`config.mk`:
```
export PLATFORM = sky130hd
export DESIGN_NAME = rain_level_classifier
export DESIGN_NICKNAME = d
export VERILOG_FILES = /design/src/hdl/rlc_pkg.sv /design/src/hdl/rlc_filter.sv /design/src/hdl/rlc_grade.sv /design/src/hdl/rain_level_classifier.sv
export SDC_FILE = /design/constraint.sdc
export NUM_CORES = 1
export LEC_CHECK = 0
export BUFFER_PORTS_ARGS = -buffer_cell sky130_fd_sc_hd__buf_2
export CAP_MARGIN = 5
export CORE_MARGIN = 4
export CORE_UTILIZATION = 62
export DETAILED_ROUTE_END_ITERATION = 6
export PLACE_DENSITY = 0.8
export SLEW_MARGIN = 30
export SYNTH_ARGS = -nofsm -noshare
export SYNTH_HDL_FRONTEND = slang
export SYNTH_SLANG_ARGS = --single-unit
```
`constraint.sdc`:
```
create_clock -name clk -period 6.2 [get_ports clk]
set_input_delay 1.24 -clock clk [delete_from_list [all_inputs] [get_ports clk]]
set_output_delay 1.24 -clock clk [all_outputs]
set_load 0.02 [all_outputs]
```
`src/hdl/rlc_pkg.sv`:
```
`timescale 1ns / 1ps

package rlc_pkg;

    localparam int SAMPLE_W  = 12;
    localparam int PCT_W     = 7;
    localparam int PCT_SCALE = 100;
    localparam int CFG_IDX_W = 2;
    localparam int IN_DATA_W  = 16;
    localparam int OUT_DATA_W = 40;

    typedef enum logic [1:0] {
        LEVEL_NONE     = 2'd0,
        LEVEL_LIGHT    = 2'd1,
        LEVEL_MODERATE = 2'd2,
        LEVEL_HEAVY    = 2'd3
    } rain_level_t;

    typedef enum logic [CFG_IDX_W-1:0] {
        CFG_LIGHT    = 2'd0,
        CFG_MODERATE = 2'd1,
        CFG_HEAVY    = 2'd2,
        CFG_FALLS    = 2'd3
    } cfg_index_t;

    typedef struct packed {
        logic [SAMPLE_W-1:0] light_level;
        logic [SAMPLE_W-1:0] moderate_level;
        logic [SAMPLE_W-1:0] heavy_level;
        logic                falls_with_rain;
    } rlc_cfg_t;

    typedef struct packed {
        logic [SAMPLE_W-1:0] filtered_value;
        logic [SAMPLE_W-1:0] raw_value;
    } rlc_filt_t;

    // Packed so that raw_value lands in the lowest bits of the output word.
    typedef struct packed {
        logic                raining;
        logic                level_changed;
        rain_level_t         rain_level;
        logic [PCT_W-1:0]    percent;
        logic [SAMPLE_W-1:0] filtered_value;
        logic [SAMPLE_W-1:0] raw_value;
    } rlc_result_t;

endpackage

```
`src/hdl/rlc_filter.sv`:
```
`timescale 1ns / 1ps

module rlc_filter
    import rlc_pkg::*;
#(
    parameter int FILTER_DEPTH = 16
)
(
    input  logic                clk,
    input  logic                rst_n,
    input  logic                advance,
    input  logic                accept,
    input  logic [SAMPLE_W-1:0] sample,
    output rlc_filt_t           filt
);

    localparam int DEPTH_LOG = $clog2(FILTER_DEPTH);
    localparam int SUM_W     = SAMPLE_W + DEPTH_LOG;
    localparam int CNT_W     = $clog2(FILTER_DEPTH + 1);
    // floor(x / FILTER_DEPTH) == (x * DIV_MULT) >> DIV_SHIFT for every x below 2**SUM_W.
    localparam int DIV_SHIFT = SUM_W + DEPTH_LOG;
    localparam int MULT_W    = SUM_W + 2;
    localparam int PROD_W    = SUM_W + MULT_W;
    localparam logic [63:0] DIV_MULT_FULL =
        ((64'd1 << DIV_SHIFT) + 64'(FILTER_DEPTH) - 64'd1) / 64'(FILTER_DEPTH);
    localparam logic [MULT_W-1:0] DIV_MULT = DIV_MULT_FULL[MULT_W-1:0];

    logic [SAMPLE_W-1:0] ring_reg [FILTER_DEPTH];
    logic [SUM_W-1:0]    sum_reg;
    logic [SUM_W-1:0]    sum_next;
    logic [CNT_W-1:0]    fill_reg;
    logic [CNT_W-1:0]    fill_next;
    logic                full_reg;
    logic [SAMPLE_W-1:0] raw_reg;
    logic [PROD_W-1:0]   mean_prod;
    rlc_filt_t           filt_reg;
    rlc_filt_t           filt_next;

    // The ring is a shift line: the last tap is the sample that the new one overwrites.
    always_comb
    begin
        sum_next  = sum_reg - SUM_W'(ring_reg[FILTER_DEPTH-1]) + SUM_W'(sample);
        fill_next = (fill_reg < CNT_W'(FILTER_DEPTH)) ? fill_reg + CNT_W'(1) : fill_reg;
    end

    always_ff @(posedge clk or negedge rst_n)
    begin
        if (!rst_n)
        begin
            for (int i = 0; i < FILTER_DEPTH; i++)
            begin
                ring_reg[i] <= '0;
            end
            sum_reg  <= '0;
            fill_reg <= '0;
            full_reg <= 1'b0;
        end
        else if (accept)
        begin
            ring_reg[0] <= sample;
            for (int i = 1; i < FILTER_DEPTH; i++)
            begin
                ring_reg[i] <= ring_reg[i-1];
            end
            sum_reg  <= sum_next;
            fill_reg <= fill_next;
            full_reg <= (fill_next == CNT_W'(FILTER_DEPTH));
        end
    end

    // sum_reg doubles as the sum stage payload; it only moves on accept.
    always_comb
    begin
        mean_prod = PROD_W'(sum_reg) * PROD_W'(DIV_MULT);
        filt_next.raw_value      = raw_reg;
        filt_next.filtered_value = full_reg ? mean_prod[DIV_SHIFT +: SAMPLE_W] : raw_reg;
    end

    always_ff @(posedge clk)
    begin
        if (advance)
        begin
            raw_reg  <= sample;
            filt_reg <= filt_next;
        end
    end

    assign filt = filt_reg;

endmodule

```
`src/hdl/rlc_grade.sv`:
```
`timescale 1ns / 1ps

module rlc_grade
    import rlc_pkg::*;
#(
    parameter int FULL_SCALE = 4095
)
(
    input  logic        clk,
    input  logic        rst_n,
    input  logic        advance,
    input  logic        valid,
    input  rlc_filt_t   filt,
    input  rlc_cfg_t    cfg,
    output rlc_result_t result
);

    localparam int SCALED_W  = SAMPLE_W + PCT_W;
    localparam int FS_LOG    = $clog2(FULL_SCALE);
    // floor(x / FULL_SCALE) == (x * PCT_MULT) >> PCT_SHIFT for every x below 2**SCALED_W.
    localparam int PCT_SHIFT = SCALED_W + FS_LOG;
    localparam int MULT_W    = SCALED_W + 2;
    localparam int PROD_W    = SCALED_W + MULT_W;
    localparam logic [63:0] PCT_MULT_FULL =
        ((64'd1 << PCT_SHIFT) + 64'(FULL_SCALE) - 64'd1) / 64'(FULL_SCALE);
    localparam logic [MULT_W-1:0] PCT_MULT = PCT_MULT_FULL[MULT_W-1:0];

    rain_level_t         level_next;
    rain_level_t         current_level_reg;
    rain_level_t         level_reg;
    logic                changed_reg;
    logic [SAMPLE_W-1:0] raw_reg;
    logic [SAMPLE_W-1:0] filtered_reg;
    logic [SCALED_W-1:0] scaled_reg;
    logic [PROD_W-1:0]   pct_prod;
    logic [SCALED_W-1:0] pct_quot;
    rlc_result_t         result_reg;
    rlc_result_t         result_next;

    // Heavy is tested first, so misordered thresholds let the first match win.
    always_comb
    begin
        if (cfg.falls_with_rain)
        begin
            if (filt.filtered_value <= cfg.heavy_level)
                level_next = LEVEL_HEAVY;
            else if (filt.filtered_value <= cfg.moderate_level)
                level_next = LEVEL_MODERATE;
            else if (filt.filtered_value <= cfg.light_level)
                level_next = LEVEL_LIGHT;
            else
                level_next = LEVEL_NONE;
        end
        else
        begin
            if (filt.filtered_value >= cfg.heavy_level)
                level_next = LEVEL_HEAVY;
            else if (filt.filtered_value >= cfg.moderate_level)
                level_next = LEVEL_MODERATE;
            else if (filt.filtered_value >= cfg.light_level)
                level_next = LEVEL_LIGHT;
            else
                level_next = LEVEL_NONE;
        end
    end

    always_ff @(posedge clk or negedge rst_n)
    begin
        if (!rst_n)
        begin
            current_level_reg <= LEVEL_NONE;
        end
        else if (advance && valid)
        begin
            current_level_reg <= level_next;
        end
    end

    always_ff @(posedge clk)
    begin
        if (advance)
        begin
            raw_reg      <= filt.raw_value;
            filtered_reg <= filt.filtered_value;
            scaled_reg   <= SCALED_W'(filt.filtered_value) * SCALED_W'(PCT_SCALE);
            level_reg    <= level_next;
            changed_reg  <= (level_next != current_level_reg);
        end
    end

    always_comb
    begin
        pct_prod = PROD_W'(scaled_reg) * PROD_W'(PCT_MULT);
        pct_quot = SCALED_W'(pct_prod >> PCT_SHIFT);
        result_next.raw_value      = raw_reg;
        result_next.filtered_value = filtered_reg;
        // A full scale below the largest sample can push the ratio past 100.
        result_next.percent        = (pct_quot > SCALED_W'(PCT_SCALE)) ?
                                     PCT_W'(PCT_SCALE) : pct_quot[PCT_W-1:0];
        result_next.rain_level     = level_reg;
        result_next.level_changed  = changed_reg;
        result_next.raining        = (level_reg != LEVEL_NONE);
    end

    always_ff @(posedge clk)
    begin
        if (advance)
        begin
            result_reg <= result_next;
        end
    end

    assign result = result_reg;

endmodule

```
`src/hdl/rain_level_classifier.sv`:
```
`timescale 1ns / 1ps

// Channel   Direction  Word contents (lowest bit first)
// s_axis    in         sample[11:0]
// m_axis    out        raw_value[11:0], filtered_value[11:0], percent[6:0],
//                      rain_level[1:0], level_changed, raining
// cfg       in         cfg_index selects light, moderate, heavy, falls_with_rain
//
// One word is taken every cycle unless the sink holds the output word.
// The four stages are the ring sum update, the mean multiply, the threshold compare
// with the x100 scale, and the percent multiply into the output register.
// Reset clears the sample ring, running sum, fill count, last level, valid flags and
// configuration; the data registers are not reset.
// When the output word is held by the sink, the whole pipeline freezes and s_tready
// drops until that word is taken.

module rain_level_classifier
    import rlc_pkg::*;
#(
    parameter int FILTER_DEPTH = 16,
    parameter int FULL_SCALE   = 4095
)
(
    input  logic                  clk,
    input  logic                  rst_n,
    input  logic                  s_tvalid,
    output logic                  s_tready,
    input  logic [IN_DATA_W-1:0]  s_tdata,   // sample[11:0]
    output logic                  m_tvalid,
    input  logic                  m_tready,
    output logic [OUT_DATA_W-1:0] m_tdata,   // raw_value, filtered_value, percent,
                                             // rain_level, level_changed, raining
    input  logic                  cfg_we,
    input  logic [CFG_IDX_W-1:0]  cfg_index,
    input  logic [SAMPLE_W-1:0]   cfg_data
);

    rlc_cfg_t    cfg_reg;
    logic        advance;
    logic        accept;
    logic        v1_reg;
    logic        v2_reg;
    logic        v3_reg;
    logic        v4_reg;
    rlc_filt_t   filt;
    rlc_result_t result;

    always_ff @(posedge clk or negedge rst_n)
    begin
        if (!rst_n)
        begin
            cfg_reg <= '0;
        end
        else if (cfg_we)
        begin
            case (cfg_index_t'(cfg_index))
                CFG_LIGHT:    cfg_reg.light_level     <= cfg_data;
                CFG_MODERATE: cfg_reg.moderate_level  <= cfg_data;
                CFG_HEAVY:    cfg_reg.heavy_level     <= cfg_data;
                CFG_FALLS:    cfg_reg.falls_with_rain <= cfg_data[0];
                default:      cfg_reg <= cfg_reg;
            endcase
        end
    end

    assign advance  = !v4_reg || m_tready;
    assign accept   = s_tvalid && advance;
    assign s_tready = advance;

    always_ff @(posedge clk or negedge rst_n)
    begin
        if (!rst_n)
        begin
            v1_reg <= 1'b0;
            v2_reg <= 1'b0;
            v3_reg <= 1'b0;
            v4_reg <= 1'b0;
        end
        else if (advance)
        begin
            v1_reg <= s_tvalid;
            v2_reg <= v1_reg;
            v3_reg <= v2_reg;
            v4_reg <= v3_reg;
        end
    end

    rlc_filter #(
        .FILTER_DEPTH (FILTER_DEPTH)
    ) u_filter (
        .clk     (clk),
        .rst_n   (rst_n),
        .advance (advance),
        .accept  (accept),
        .sample  (s_tdata[SAMPLE_W-1:0]),
        .filt    (filt)
    );

    rlc_grade #(
        .FULL_SCALE (FULL_SCALE)
    ) u_grade (
        .clk     (clk),
        .rst_n   (rst_n),
        .advance (advance),
        .valid   (v2_reg),
        .filt    (filt),
        .cfg     (cfg_reg),
        .result  (result)
    );

    assign m_tvalid = v4_reg;
    assign m_tdata  = OUT_DATA_W'(result);

    a_percent_range: assert property (@(posedge clk) disable iff (!rst_n)
        m_tvalid |-> (result.percent <= PCT_W'(PCT_SCALE)))
        else $error("percent above full scale");

    a_raining_flag: assert property (@(posedge clk) disable iff (!rst_n)
        m_tvalid |-> (result.raining == (result.rain_level != LEVEL_NONE)))
        else $error("raining flag disagrees with rain level");

    a_stall_only_when_held: assert property (@(posedge clk) disable iff (!rst_n)
        !s_tready |-> (m_tvalid && !m_tready))
        else $error("input stalled while output is free");

    a_word_arrives: assert property (@(posedge clk) disable iff (!rst_n)
        (s_tvalid && s_tready) |=> v1_reg)
        else $error("accepted word lost in the sum stage");

endmodule
```
==> results.md <==
Floorplanning:
- The core region area is 0.0272 mm^2.
- The initial utilization of the core area, before any placement, comes to 0.635.
- In this run the horizontal extent of the chip is 175 um.
- The height of the die is 175 um.
- The die covers 0.0306 mm^2.
- The number of top-level pins is 77.
- The floorplan has 60 rows.

Clock network:
- The total of hold buffers inserted after clock tree synthesis is 0.
- The number of clock buffers added by TritonCTS is 39.
- For this design, the sink count on the clock tree is 369.
- Buffers added to address setup during post-CTS repair amount to 0.
- The clock latency at the later pin of the worst-skew pair is 0.52 ns.
- The root cell of the clock tree is clkbuf_16.
- The TritonCTS clock tree is yes.
- The total number of H-tree levels is 2.
- Clock-pin slew was measured on the worst setup and hold paths at 0.06 ns.
- The longest clock path from root to sink contains 3 buffers.
- The post-cts repair resize count is 0.

Worst setup path:
- The data arrival time of the worst path is 4.02 ns.
- The maximum net fanout on the critical path is 7.
- The reg-to-reg endpoint is u_grade.scaled_reg[16]$_DFFE_PN_.
- For the worst setup path, the data required time is 6.46 ns.
- The worst register-to-register path has a setup slack of 2.44 ns.
- STA classifies the critical path endpoint as a register.
- The beginning of the worst register-to-register path is u_filter.filt[15]$_DFFE_PN_.
- Counting cells, the worst reg-to-reg path comes to 14.
- The kind of launch point of the worst setup path is a register.
- The critical path in this run is classified as reg2reg.

Routing:
- In the routed design, unresolved DRC markers number 0.
- The pre-antenna-repair detailed-routing pass consisted of 5 iterations.
- Dividing the detail-routed via count by the number of cells gives 5.39.
- In this run the remaining antenna-violating nets after routing total 0.
- The number of violations reported at the end of detailed-routing iteration 0 is 784.
- The per-cell routed wire length is 14.8 um.
- The via count is 11.4k.
- The total length of routed wires is 31200 um.

Global routing:
- The number of global-route vias before repair was 11.6k.
- Entering global routing, the biggest net connects 120 pins.
- The first global-routing pass estimated 53600 um of wire.
- For this run the aggregate overflow at the end of global routing stands at 0.
- The number of antenna violations at the first check in global routing came to 0.
- In the global route stage, overall resource usage came out at 0.208.

Pwr:
- Summed over all cells, the static leakage comes to 9.78 nW.
- In this run the power density over the cells is 591 mW/mm^2.
- The design draws 11.4 mW.
- Across the VDD grid, the largest voltage drop is 358 uV.

Synth:
- After synthesis, the share of flip-flops with an asynchronous set or reset is 0.696.
- The flip-flop and latch count after synthesis is 369.
- Counting every instance in the synthesized netlist gives 1643.
- Of the post-synthesis cell area, the dominant cell type holds 0.372.
- The cell type contributing the most total cell area after synthesis is dfrtp_1.
- The number of synthesized flops with an enable pin is 112.
- The Yosys warning count is 0.
- Yosys attributes the largest share of cell area to dfrtp_1 (37%), edfxtp_1 (19%), nand2_1 (13%).
- In the synthesized netlist the dominant register cell turns out to be dfrtp_1.
- The synthesized netlist occupies a cell area of 0.0173 mm^2.
- The average size of a mapped cell is 10.5 um^2.
- Of the synthesized area, sequential elements account for 0.567.
- The number of different library cells used by synthesis comes to 60.

STA:
- The timing-limited maximum frequency is 266 MHz.
- Across the routed clock network, the largest skew measured is 0.0178 ns.
- The final critical path time including I/O delays and setup is 3.76 ns.
- The worst pin sits at a relative slew slack of 0.389.
- Setup violations remaining at the end of the flow were counted as 0.
- In the final timing run, aggregate negative setup slack is 0 ns.
- On the final layout, the worst hold slack is 0.418 ns.
- Setup repair after global routing left no endpoint under its margin.
- In the finished design, the share of the clock period the worst path needs comes to 0.607.
- At the pin with the least slew margin, the transition time is 0.917 ns.
- The final hold violation count was 0.
- The count of final max-slew check failures was 0.

Finish:
- For this run, the post-layout net count is 1912.
- The number of antenna repair diodes is 0.
- In the final layout, the share of cells above drive strength 1 is 0.115.
- The flip-flop count of the largest register, all copies and words added is 192.
- The area growth from synthesis to layout is 11.9%.

Worst hold path:
- Counting instances, the worst hold path has a depth of 0.
- The worst hold path terminates at u_grade.result[0]$_DFFE_PN_.
- In this run the worst hold path is classified as reg2reg.
- In this run the most critical hold path is launched from u_grade.raw_reg[0]$_DFFE_PN_.

Run status:
- The flow ran to the end, and the final reports show no timing, DRC or antenna violations.

Placed design:
- Detailed placement finished with a half-perimeter wire length of 20500 um.
- The final weighted congestion in routability-driven placement is 0.822.
- Input and output buffers added on the ports amount to 67.

Run:
- The count of maximum capacitance violations is 0.
## per-layer routing
layer  routed length, um  vias to the layer above  track usage
met5                   0                        -            0
met2               15900                      252        0.364
met3                1480                       52       0.0275
met1               13200                     5540        0.275
met4                 651                        0       0.0576
li1                    -                     5528            -
## where the power goes
part,internal [mW],switching [mW]
clock,1.41,0.922
combinational,2.02,2.70
sequential,3.72,0.637
## cells in the final DEF (no fill, tap or decap), types with 9 or more instances in the layout
cell type / instances
nand3_1: 14
xnor2_1: 18
o21ai_1: 12
nor2_1: 19
nor3_1: 15
o21ai_0: 51
buf_2: 66
nand2_1: 597
a21o_1: 11
edfxtp_1: 112
inv_1: 131
fa_1: 19
a21oi_1: 29
nand4_1: 9
ha_1: 149
dfrtp_1: 257
clkbuf_16: 40
mux2_2: 43
## worst max-delay path: stages, from the launching register on
cell and delay, ns:
edfxtp_1 0.55, ha_1 0.35, ha_1 0.27, inv_1 0.05, fa_1 0.50, inv_1 0.04, ha_1 0.32, a21o_1 0.18
a21oi_1 0.24, o21bai_1 0.09, a21oi_1 0.23, o21ai_0 0.15, a41oi_1 0.27, nor2b_1 0.19, xnor2_1 0.07
## cell families (layout without fill, tap and decap cells)
kind of cell | after synthesis | in the layout | share of synthesized area
multiplexers | 43 | 43 | 0.0280
XOR/XNOR | 26 | 26 | 0.0132
other | 1 | 5 | 0.000217
buffers and inverters | 188 | 280 | 0.0420
AO/OA/AOI/OAI | 149 | 149 | 0.0559
adder cells (fa/ha/maj) | 168 | 168 | 0.130
flip-flops | 369 | 369 | 0.567
AND/OR/NAND/NOR | 699 | 699 | 0.163
## per-stage QoR
step	area, um^2	util	worst slack (ns)	std cells
after floorplan	17300	-	2.01	1647
after global placement	18000	0.661	2.06	2039
after detailed placement	18000	0.661	2.03	2039
after CTS	19300	0.710	2.46	2110
after global routing	19300	0.711	2.17	2111
final	19300	0.711	2.44	2111
## cell type report
type,instances,area (um^2)
sequential,369,9790
fill,1914,7860
multi-input combinational,1090,6780
clock buffer,55,1140
inverter,131,492
tap,372,465
timing repair buffer,78,464
clock inverter,16,175
## Yosys cell counts, types with 5 or more instances
| cell | count |
|---|---|
| fa_1 | 19 |
| a31oi_1 | 5 |
| inv_1 | 131 |
| o21ai_1 | 12 |
| nand4_1 | 9 |
| edfxtp_1 | 112 |
| nand2_1 | 598 |
| mux2_2 | 43 |
| xnor2_1 | 18 |
| ha_1 | 149 |
| dfrtp_1 | 257 |
| o211ai_1 | 6 |
| nor3_1 | 15 |
| and2_1 | 8 |
| o21bai_1 | 5 |
| or3_1 | 7 |
| buf_4 | 5 |
| o21ai_0 | 51 |
| nor2_1 | 19 |
| a21oi_1 | 29 |
| a21o_1 | 11 |
| xor2_1 | 8 |
| nor2b_1 | 8 |
| nand3_1 | 14 |
| clkbuf_1 | 49 |
## how the worst max path moves through the flow
stage / end / slack (ns) / from / cells after the start
global placement: u_filter.sum_reg[15]$_DFFE_PN0P_ / 2.06 / s_tdata[1] / 13
floorplan: u_filter.fill_reg[1]$_DFFE_PN0P_ / 2.01 / m_tready / 5
finish: u_grade.scaled_reg[16]$_DFFE_PN_ / 2.44 / u_filter.filt[15]$_DFFE_PN_ / 14
global route: u_grade.scaled_reg[18]$_DFFE_PN_ / 2.17 / u_filter.filt[15]$_DFFE_PN_ / 14
CTS: u_grade.scaled_reg[16]$_DFFE_PN_ / 2.46 / u_filter.filt[15]$_DFFE_PN_ / 14
detailed placement: u_filter.sum_reg[15]$_DFFE_PN0P_ / 2.03 / s_tdata[1] / 13
No activity file was read; power rests on OpenSTA's default activity.
